[src/hdl/btt_pkg.sv]
`timescale 1ns / 1ps
// ----------------------------------------------------------------------------
// btt_pkg
// Shared types and codes for the bucketed transposition table.
// ----------------------------------------------------------------------------
package btt_pkg;

	localparam int INDEX_BITS_DEF = 10;
	localparam int WAYS_DEF       = 3;
	localparam int TAG_BITS       = 18;
	localparam int REL_BITS       = 11;

	localparam logic [1:0] OP_PROBE  = 2'd0;
	localparam logic [1:0] OP_WRITE  = 2'd1;
	localparam logic [1:0] OP_NEWGEN = 2'd2;
	localparam logic [1:0] OP_CLRCNT = 2'd3;

	localparam logic [1:0] BOUND_NONE  = 2'd0;
	localparam logic [1:0] BOUND_UPPER = 2'd1;
	localparam logic [1:0] BOUND_LOWER = 2'd2;
	localparam logic [1:0] BOUND_EXACT = 2'd3;

	localparam logic signed [15:0] EVAL_UNDEF = 16'sh8000;

	typedef struct packed {
		logic [1:0]         op;
		logic [63:0]        key;
		logic [7:0]         depth;
		logic [1:0]         bound;
		logic signed [15:0] score;
		logic [15:0]        best_move;
		logic signed [15:0] static_eval;
		logic signed [15:0] alpha;
		logic signed [15:0] beta;
	} req_t;

	typedef struct packed {
		logic               cutoff;
		logic               found;
		logic signed [15:0] out_score;
		logic [7:0]         out_depth;
		logic [1:0]         out_bound;
		logic [15:0]        out_move;
		logic signed [15:0] out_eval;
		logic [11:0]        used_count;
	} rsp_t;

	// one stored way
	typedef struct packed {
		logic [TAG_BITS-1:0] tag;
		logic [1:0]          bound;
		logic [7:0]          gen;
		logic [7:0]          depth;
		logic signed [15:0]  score;
		logic [15:0]         move;
		logic signed [15:0]  eval;
	} entry_t;

	// result of the way compare unit
	typedef struct packed {
		logic                       tag_hit;
		logic                       empty;
		logic                       better;
		logic signed [REL_BITS-1:0] rel;
	} cmp_t;

endpackage

[src/hdl/btt_way_cmp.sv]
`timescale 1ns / 1ps
// ----------------------------------------------------------------------------
// btt_way_cmp
// Way compare unit, shared across the ways of a bucket: tag match, empty
// test and replacement score (depth minus age) against the running least.
// ----------------------------------------------------------------------------
module btt_way_cmp (
	input  btt_pkg::entry_t                      ent,
	input  logic [btt_pkg::TAG_BITS-1:0]         tag,
	input  logic [7:0]                           cur_gen,
	input  logic signed [btt_pkg::REL_BITS-1:0] least,
	output btt_pkg::cmp_t                        res
);

	localparam int RB = btt_pkg::REL_BITS;

	logic signed [RB-1:0] age;
	logic signed [RB-1:0] rel;

	always_comb begin
		age = $signed({{(RB-8){1'b0}}, cur_gen}) - $signed({{(RB-8){1'b0}}, ent.gen});
		rel = $signed({{(RB-8){1'b0}}, ent.depth}) - age;
		res.tag_hit = (ent.tag == tag);
		res.empty   = (ent.bound == btt_pkg::BOUND_NONE);
		res.better  = (rel < least);
		res.rel     = rel;
	end

endmodule

[config.mk]
export PLATFORM = sky130hd
export DESIGN_NAME = btt_way_cmp
export DESIGN_NICKNAME = d
export VERILOG_FILES = /design/src/hdl/btt_pkg.sv /design/src/hdl/btt_way_cmp.sv
export SDC_FILE = /design/constraint.sdc
export NUM_CORES = 1
export LEC_CHECK = 0
export ABC_AREA = 1
export BUFFER_PORTS_ARGS = -buffer_cell sky130_fd_sc_hd__buf_2
export CAP_MARGIN = 20
export CORE_UTILIZATION = 35
export DETAILED_ROUTE_END_ITERATION = 10
export PLACE_DENSITY = 0.81
export SLEW_MARGIN = 20
export SYNTH_ARGS = -nofsm -noshare
export SYNTH_HDL_FRONTEND = slang
export SYNTH_SLANG_ARGS = --single-unit
export TNS_END_PERCENT = 30
[constraint.sdc]
create_clock -name vclk -period 6.4
set_input_delay 1.92 -clock vclk [all_inputs]
set_output_delay 1.92 -clock vclk [all_outputs]
set_load 0.01 [all_outputs]
==> impl_metrics.toml, run 1 <==
[timing]
hold_violations = 0
final.min_clock_period_ns = 6.75
slew_viol_final = 0
fmax_ghz = 0.148
maxSlewHeadroom = 0.810
setup_slack_ns = -0.347
worst_slew_pin_slew_ns = 0.286
rsz0062_at_grt = "true"
setup_viol = 1
setup_tns_ns = -0.347
post-route-period-util = 1.05

[setup_path]
worstSetupStartpointType = "input pin"
endpoint_kind = "output port"
crit_chain = "buf_6 > inv_4 > ha_4 > inv_2 > fa_2 > nand3_2 > nand2_2 > buf_6 > xnor2_2 > ha_1 > nand2_2 > a21oi_2 > nor2_2 > nand2_2 > a21oi_4 > ha_4 > a21o_1 > nor2_2 > nand3_1 > nand2_1 > nand2_2 > buf_6"
criticalPathCategory = "input pin to output port"
crit_top_cell = "nand2_2"
slowest_stage = "ha_1"
cpPeakStageDelay_ns = 0.36
worstPathMaxFanout = 4
worstPathRequired_ns = 4.48
worstPathArrival_ns = 4.83

[worst_hold_path]
hold_end = "res[12]"
hold_class = "input pin to output port"
hp-start = "ent[64]"
worst_hold_path.num_cells = 3

[global_route]
grt-ovfl-total = 0
antenna_found_initial = 0
grt_usage = 0.164
grt_pass1_wl_um = 5870
grt_pass1_vias = 1631
grt_max_degree = 6

[drt]
wl_um = 3770
postRouteAntennaNets = 0
wl_per_cell_um = 9.01
drc = 0
drt_iter0_markers = 27
dr.pass1.iters = 4
vias = 1881
vias_per_cell = 4.49

[floorplan]
rows = 22
die_area_um2 = 4240
initial_core_util = 0.372
num_io_pins = 135
die_w_um = 65.1
chipHeight_um = 65.1
core-area_um2 = 3740

[cells_and_area]
drive_gt1_frac = 0.415
clock_buffers = 0
area_growth_pct = 65.6
register_area_um2 = 0
final_area_um2 = 2310
n_antenna_cell = 0
multi_input_area_um2 = 1270
fillerInstances = 355
layout.sequential_cells = 0
fin_nets = 522

[synth]
seq_area_frac_synth = 0
syn_area_um2 = 1390
synth_cell_types = 20
netlist_top_cells_area = "ha_1 (23%), nand2_1 (20%), inv_1 (18%)"
synthCells = 249
netlist.area_leader.share = 0.233
synth.most_common_cell = "nand2_1"
synth_area_per_cell_um2 = 5.60
yosys_warnings = 0
synth_top_cell_by_area = "ha_1"
yosys-top-cells-count = "nand2_1 (73), inv_1 (65), ha_1 (26), nor2_1 (15), xnor2_1 (15)"
synthesis.nets = 398

[run]
cap_violations = 0

[placed_design]
gp_congestion = 0.821
dpl.hpwl_um = 3120
portBuffers = 87
place_area_um2 = 2110

[power]
p_leak_nw = 1.48
pwr_density_cell_nw_per_um2 = 167
vdd_ir_drop_max_mv = 0.0510

[status]
violations = "negative setup slack"
status = "finished with violations"
## layout make-up
type,count,area share
inverters,65,0.107
well taps,48,0.0260
multi-input cells,183,0.550
repair buffers,123,0.317
## stage by stage
stage          worst slack (ns)  hold WS (ns)  utilization  power (W)  std cells
5_1_grt                  -0.569          4.07        0.617   0.000433        419
3_5_place_dp             -0.402          4.06        0.563   0.000330        409
6_report                 -0.347          4.06        0.617   0.000385        419
3_3_place_gp             -0.366          4.06        0.563   0.000318        409
4_1_cts                  -0.394          4.06        0.584   0.000347        416
2_1_floorplan           -0.0546          3.88            -   0.000204        249
## logic make-up after synthesis
| logic type | count (synthesis) | synth area share |
|---|---|---|
| and+or+nand+nor | 116 | 0.357 |
| buffers and inverters | 66 | 0.180 |
| adders and majority gates | 28 | 0.262 |
| AOI/OAI and AO/OA | 21 | 0.0871 |
| xor gates and xnor gates | 18 | 0.113 |
## worst max-delay path by stage
| stage | start | end | slack (ns) | cells past startpoint |
|---|---|---|---|---|
| after floorplan | cur_gen[0] | res[11] | -0.05 | 23 |
| after global placement | cur_gen[0] | res[11] | -0.37 | 25 |
| after detailed placement | cur_gen[0] | res[11] | -0.40 | 25 |
| after CTS | cur_gen[0] | res[11] | -0.39 | 25 |
| after global routing | cur_gen[0] | res[11] | -0.57 | 22 |
| final | cur_gen[0] | res[11] | -0.35 | 22 |
## where the power goes
part | switching, W | internal (W)
logic | 0.000191 | 0.000194
registers | 0 | 0
clock network | 0 | 0
total | 0.000191 | 0.000194
## layout by cell type (no fill, tap or decap)
master     n
o22ai_1    2
xor2_1     3
ha_1      21
a21oi_4    1
inv_1     61
a21oi_1   10
o21a_1     1
a21o_1     3
xnor2_2    1
nand3_1    9
or2_1      2
nand2_2   11
fa_2       1
o21ai_0    2
nor2_2     2
buf_4     34
nand4_1    7
nor2_1    13
buf_6      5
buf_2     84
a21oi_2    2
inv_4      1
nand2_1   65
nand3b_1   3
xnor2_1   14
inv_2      3
nand3_2    4
fa_1       1
ha_4       5
## per-layer routing
layer | up-vias | global-route usage | routed length (um)
li1 | 1008 | - | -
met1 | 813 | 0.177 | 1560
met2 | 56 | 0.354 | 2050
met3 | 4 | 0.00174 | 127
met4 | 0 | 0.0217 | 34
met5 | - | 0 | 0
## critical path: cells and delay by family
family / cells / cell delay [ns]
xor gates and xnor gates: 1 / 0.12
AOI/OAI and AO/OA: 3 / 0.49
buffers and inverters: 5 / 0.41
adders and majority gates: 4 / 1.07
and+or+nand+nor: 9 / 0.82
## repair_timing
item	4_1_cts	5_1_grt
pin swaps	19	19
hold buffers	0	0
setup buffers	7	3
endpoints found under the setup margin	1	3
resized for setup	7	23
Note: power is estimated with default switching activity, not from simulation.
==> inputs of run 2 (changes only) <==
Settings changed: BUFFER_PORTS_ARGS -buffer_cell sky130_fd_sc_hd__buf_2 to -buffer_cell sky130_fd_sc_hd__clkbuf_2.
==> impl_metrics.toml, run 2 (synthesis gave the netlist of run 1 again) <==
[cells_and_area]
fin_cells = 421
fin_nets = 524
final_common_cell = "clkbuf_2"
drive_gt1_frac = 0.421
fillerInstances = 335
layout.sequential_cells = 0
multi_input_area_um2 = 1290
n_antenna_cell = 0
register_area_um2 = 0
clock_buffers = 0
area_growth_pct = 67.3
final_cell_mix = "clkbuf_2 (85), nand2_1 (65), inv_1 (62)"

[timing]
worst_slew_pin_slew_ns = 0.239
fmax_ghz = 0.148
hold_violations = 0
rsz0062_at_grt = "true"
setup_viol = 1
post-route-period-util = 1.05
slew_viol_final = 0
setup_tns_ns = -0.341
maxSlewHeadroom = 0.840
hold_slack_ns = 4.06
final.min_clock_period_ns = 6.74
setup_slack_ns = -0.341

[drt]
vias_per_cell = 4.42
vias = 1861
drt_iter0_markers = 28
dr.pass1.iters = 4
postRouteAntennaNets = 0
wl_per_cell_um = 8.47
drc = 0
wl_um = 3570

[setup_path]
endpoint_kind = "output port"
worstSetupStartpointType = "input pin"
slowest_stage = "fa_2"
crit_top_cell = "nand2_2"
worstPathRequired_ns = 4.48
cpPeakStageDelay_ns = 0.35
criticalPathCategory = "input pin to output port"
worstPathMaxFanout = 4
crit_chain = "buf_6 > inv_4 > ha_4 > inv_4 > fa_2 > nand3_2 > nand2_2 > nand2_2 > nand2_2 > xnor2_2 > ha_4 > a21o_1 > nor2_2 > nand2_2 > a21oi_4 > ha_4 > a21o_1 > nor2_2 > nand3_1 > nand2_1 > nand2_2 > buf_6"
worstPathArrival_ns = 4.82

[global_route]
met3_usage = 0
antenna_found_initial = 0
grt_busiest_layer = "met2"
grt_util_met1 = 0.184
grt_usage = 0.153
grt_pass1_wl_um = 5530
met2_usage = 0.316
grt_pass1_vias = 1565
grt-ovfl-total = 0
grt_max_degree = 6

[power]
seq_power_share = 0
switching_power_w = 0.000188
pwr_density_cell_nw_per_um2 = 168
total_power_w = 0.000392
combPwrFrac = 1.000
vdd_ir_drop_max_mv = 0.0580
internal-power_w = 0.000204
p_leak_nw = 1.50
switching_share = 0.479
clockPowerShare = 0

[floorplan]
initial_core_util = 0.372
chipHeight_um = 65.1
num_io_pins = 135
rows = 22
core-area_um2 = 3740
die_w_um = 65.1
die_area_um2 = 4240

[status]
violations = "negative setup slack"
status = "finished with violations"

[placed_design]
portBuffers = 87
gp_congestion = 0.811
dpl.hpwl_um = 3060
place_inst = 415

[worst_hold_path]
hp-start = "ent[64]"
worst_hold_path.num_cells = 3
hold_end = "res[12]"
hold_class = "input pin to output port"

[run]
cap_violations = 0

[clock_network]
ctsHoldBuffers = 0
[run 2: per-layer routing]
metal	routed length (um)	vias up	part of all wire
li1	-	1012	-
met1	1490	788	0.42
met2	1880	55	0.53
met3	138	6	0.039
met4	55	0	0.015
met5	0	-	0
[run 2: per-stage QoR]
step | setup WS, ns | instance area, um^2 | utilization
after floorplan | -0.0546 | 1420 | -
after global placement | -0.338 | 2150 | 0.575
after detailed placement | -0.363 | 2150 | 0.575
after CTS | -0.364 | 2170 | 0.579
after global routing | -0.511 | 2330 | 0.623
final | -0.341 | 2330 | 0.623
[run 2: area by class of cell]
| cell class | count | area share |
|---|---|---|
| Multi-Input combinational cell | 183 | 0.553 |
| Timing Repair Buffer | 125 | 0.314 |
| Inverter | 65 | 0.107 |
| Tap cell | 48 | 0.0258 |
[run 2: power by group through the flow]
| stage | Clock (W) | Combinational [W] | Sequential [W] |
|---|---|---|---|
| 3_5_place_dp | 0 | 0.000351 | 0 |
| 2_1_floorplan | 0 | 0.000204 | 0 |
| 3_3_place_gp | 0 | 0.000340 | 0 |
| 6_report | 0 | 0.000392 | 0 |
| 4_1_cts | 0 | 0.000355 | 0 |
| 5_1_grt | 0 | 0.000441 | 0 |
[run 2: worst max-delay path by stage]
stage | startpoint | end | slack [ns] | cells past startpoint
after floorplan | cur_gen[0] | res[11] | -0.05 | 23
after global placement | cur_gen[0] | res[11] | -0.34 | 25
after detailed placement | cur_gen[0] | res[11] | -0.36 | 25
after CTS | cur_gen[0] | res[11] | -0.36 | 25
after global routing | cur_gen[0] | res[11] | -0.51 | 25
final | cur_gen[0] | res[11] | -0.34 | 22
[run 2: timing repair]
action / in CTS / in global routing
gates cloned: 0 / 0
gates resized for setup: 1 / 29
setup endpoints to repair: 1 / 3
pin swaps: 2 / 25
buffers inserted: 2 / 4
[run 2: worst max-delay path: cells and delay by family]
kind	cells	cell delay, ns
XOR/XNOR	1	0.20
AO/OA/AOI/OAI	3	0.58
AND/OR/NAND/NOR	10	0.83
adder cells (fa/ha/maj)	4	0.98
buffers and inverters	4	0.28
==> inputs of run 3 (changes only) <==
Settings changed: CORE_MARGIN from default to 4.
==> impl_metrics.toml, run 3 (synthesis gave the netlist of run 1 again) <==
[setup_path]
worstSetupStartpointType = "input pin"
worstPathRequired_ns = 4.48
worstPathMaxFanout = 4
criticalPathCategory = "input pin to output port"
endpoint_kind = "output port"
worstPathArrival_ns = 4.77

[drt]
vias_per_cell = 4.27
postRouteAntennaNets = 0
vias = 1775
dr.pass1.iters = 4
wl_per_cell_um = 8.42
drt_iter0_markers = 27
wl_um = 3500
drc = 0

[placed_design]
place_ws_ns = -0.341
portBuffers = 87
gp_congestion = 0.822
place_area_um2 = 2140
dpl.hpwl_um = 3330

[cells_and_area]
area_growth_pct = 56.0
fin_util = 0.581
layout.sequential_cells = 0
register_area_um2 = 0
drive_gt1_frac = 0.367
final_common_cell = "clkbuf_2"
n_antenna_cell = 0
fin_nets = 519
clock_buffers = 0
fillerInstances = 361
final_cell_mix = "clkbuf_2 (87), nand2_1 (70), inv_1 (64)"
final_area_um2 = 2170

[power]
switching_power_w = 0.000175
combPwrFrac = 1.000
switching_share = 0.490
seq_power_share = 0
pwr_density_cell_nw_per_um2 = 164
internal-power_w = 0.000182
p_leak_nw = 1.46
clockPowerShare = 0
vdd_ir_drop_max_mv = 0.0544

[status]
status = "finished with violations"
violations = "negative setup slack"

[floorplan]
core-area_um2 = 3740
initial_core_util = 0.372
num_io_pins = 135
rows = 22
die_area_um2 = 5060
die_w_um = 71.1
chipHeight_um = 71.1

[timing]
final.min_clock_period_ns = 6.69
setup_slack_ns = -0.290
rsz0062_at_grt = "true"
maxSlewHeadroom = 0.832
setup_tns_ns = -0.290
hold_violations = 0
hold_slack_ns = 4.05
slew_viol_final = 0
worst_slew_pin_slew_ns = 0.253
post-route-period-util = 1.05
fmax_ghz = 0.149
setup_viol = 1

[global_route]
grt_max_degree = 7
grt_pass1_vias = 1624
grt-ovfl-total = 0
grt_pass1_wl_um = 5990
grt_usage = 0.133
antenna_found_initial = 0

[run]
cap_violations = 0

[worst_hold_path]
hold_class = "input pin to output port"
run 3: cell count changes in the layout (fill, tap and decap cells not counted), sizes merged:
cell | previous run | this run
buf | 40 | 33
clkbuf | 85 | 87
run 3: timing repair:
action	CTS	global route
buffers inserted	1	1
setup endpoints to repair	1	2
pin swaps	3	3
hold buffers	0	0
resized for setup	1	5
run 3: through the flow:
stage	power, W	instances
2_1_floorplan	0.000204	249
3_3_place_gp	0.000340	414
3_5_place_dp	0.000351	414
4_1_cts	0.000354	415
5_1_grt	0.000406	416
6_report	0.000357	416
run 3: worst paths after layout:
| kind | from | endpoint | slack (ns) | cells past startpoint |
|---|---|---|---|---|
| max | cur_gen[0] | res[11] | -0.29 | 25 |
| min | ent[64] | res[12] | 4.05 | 3 |
run 3: worst max-delay path, cell delays in order:
cell and delay, ns:
clkbuf_2 0.08, inv_1 0.04, ha_1 0.14, inv_2 0.04
fa_2 0.34, nand3_2 0.08, nand2_2 0.07, nand2_1 0.06
nand2_1 0.06, xnor2_1 0.13, ha_1 0.34, a21o_1 0.19
nor2_2 0.13, nand2_2 0.09, a21oi_4 0.20, ha_1 0.26
nand2_1 0.07, inv_1 0.04, nand2_1 0.06, inv_1 0.05
nand2_2 0.07, nand3_1 0.07, nand2_1 0.07, nand2_2 0.05
clkbuf_2 0.12
run 3: cell type report:
cell class / count / area (um^2) / area share
multi-input combinational: 183 / 1190 / 0.546
timing repair buffer: 120 / 683 / 0.314
inverter: 65 / 244 / 0.112
tap: 48 / 60.1 / 0.0276
run 3: power groups by stage:
stage / combinational, W / sequential (W) / clock, W
after detailed placement: 0.000351 / 0 / 0
after global placement: 0.000340 / 0 / 0
final: 0.000357 / 0 / 0
after CTS: 0.000354 / 0 / 0
after floorplan: 0.000204 / 0 / 0
after global routing: 0.000406 / 0 / 0
run 3: per-layer routing:
metal / track usage / wire, um
met5: 0 / 0
met4: 0 / 0
met3: 0.00710 / 244
met2: 0.271 / 1820
met1: 0.161 / 1440
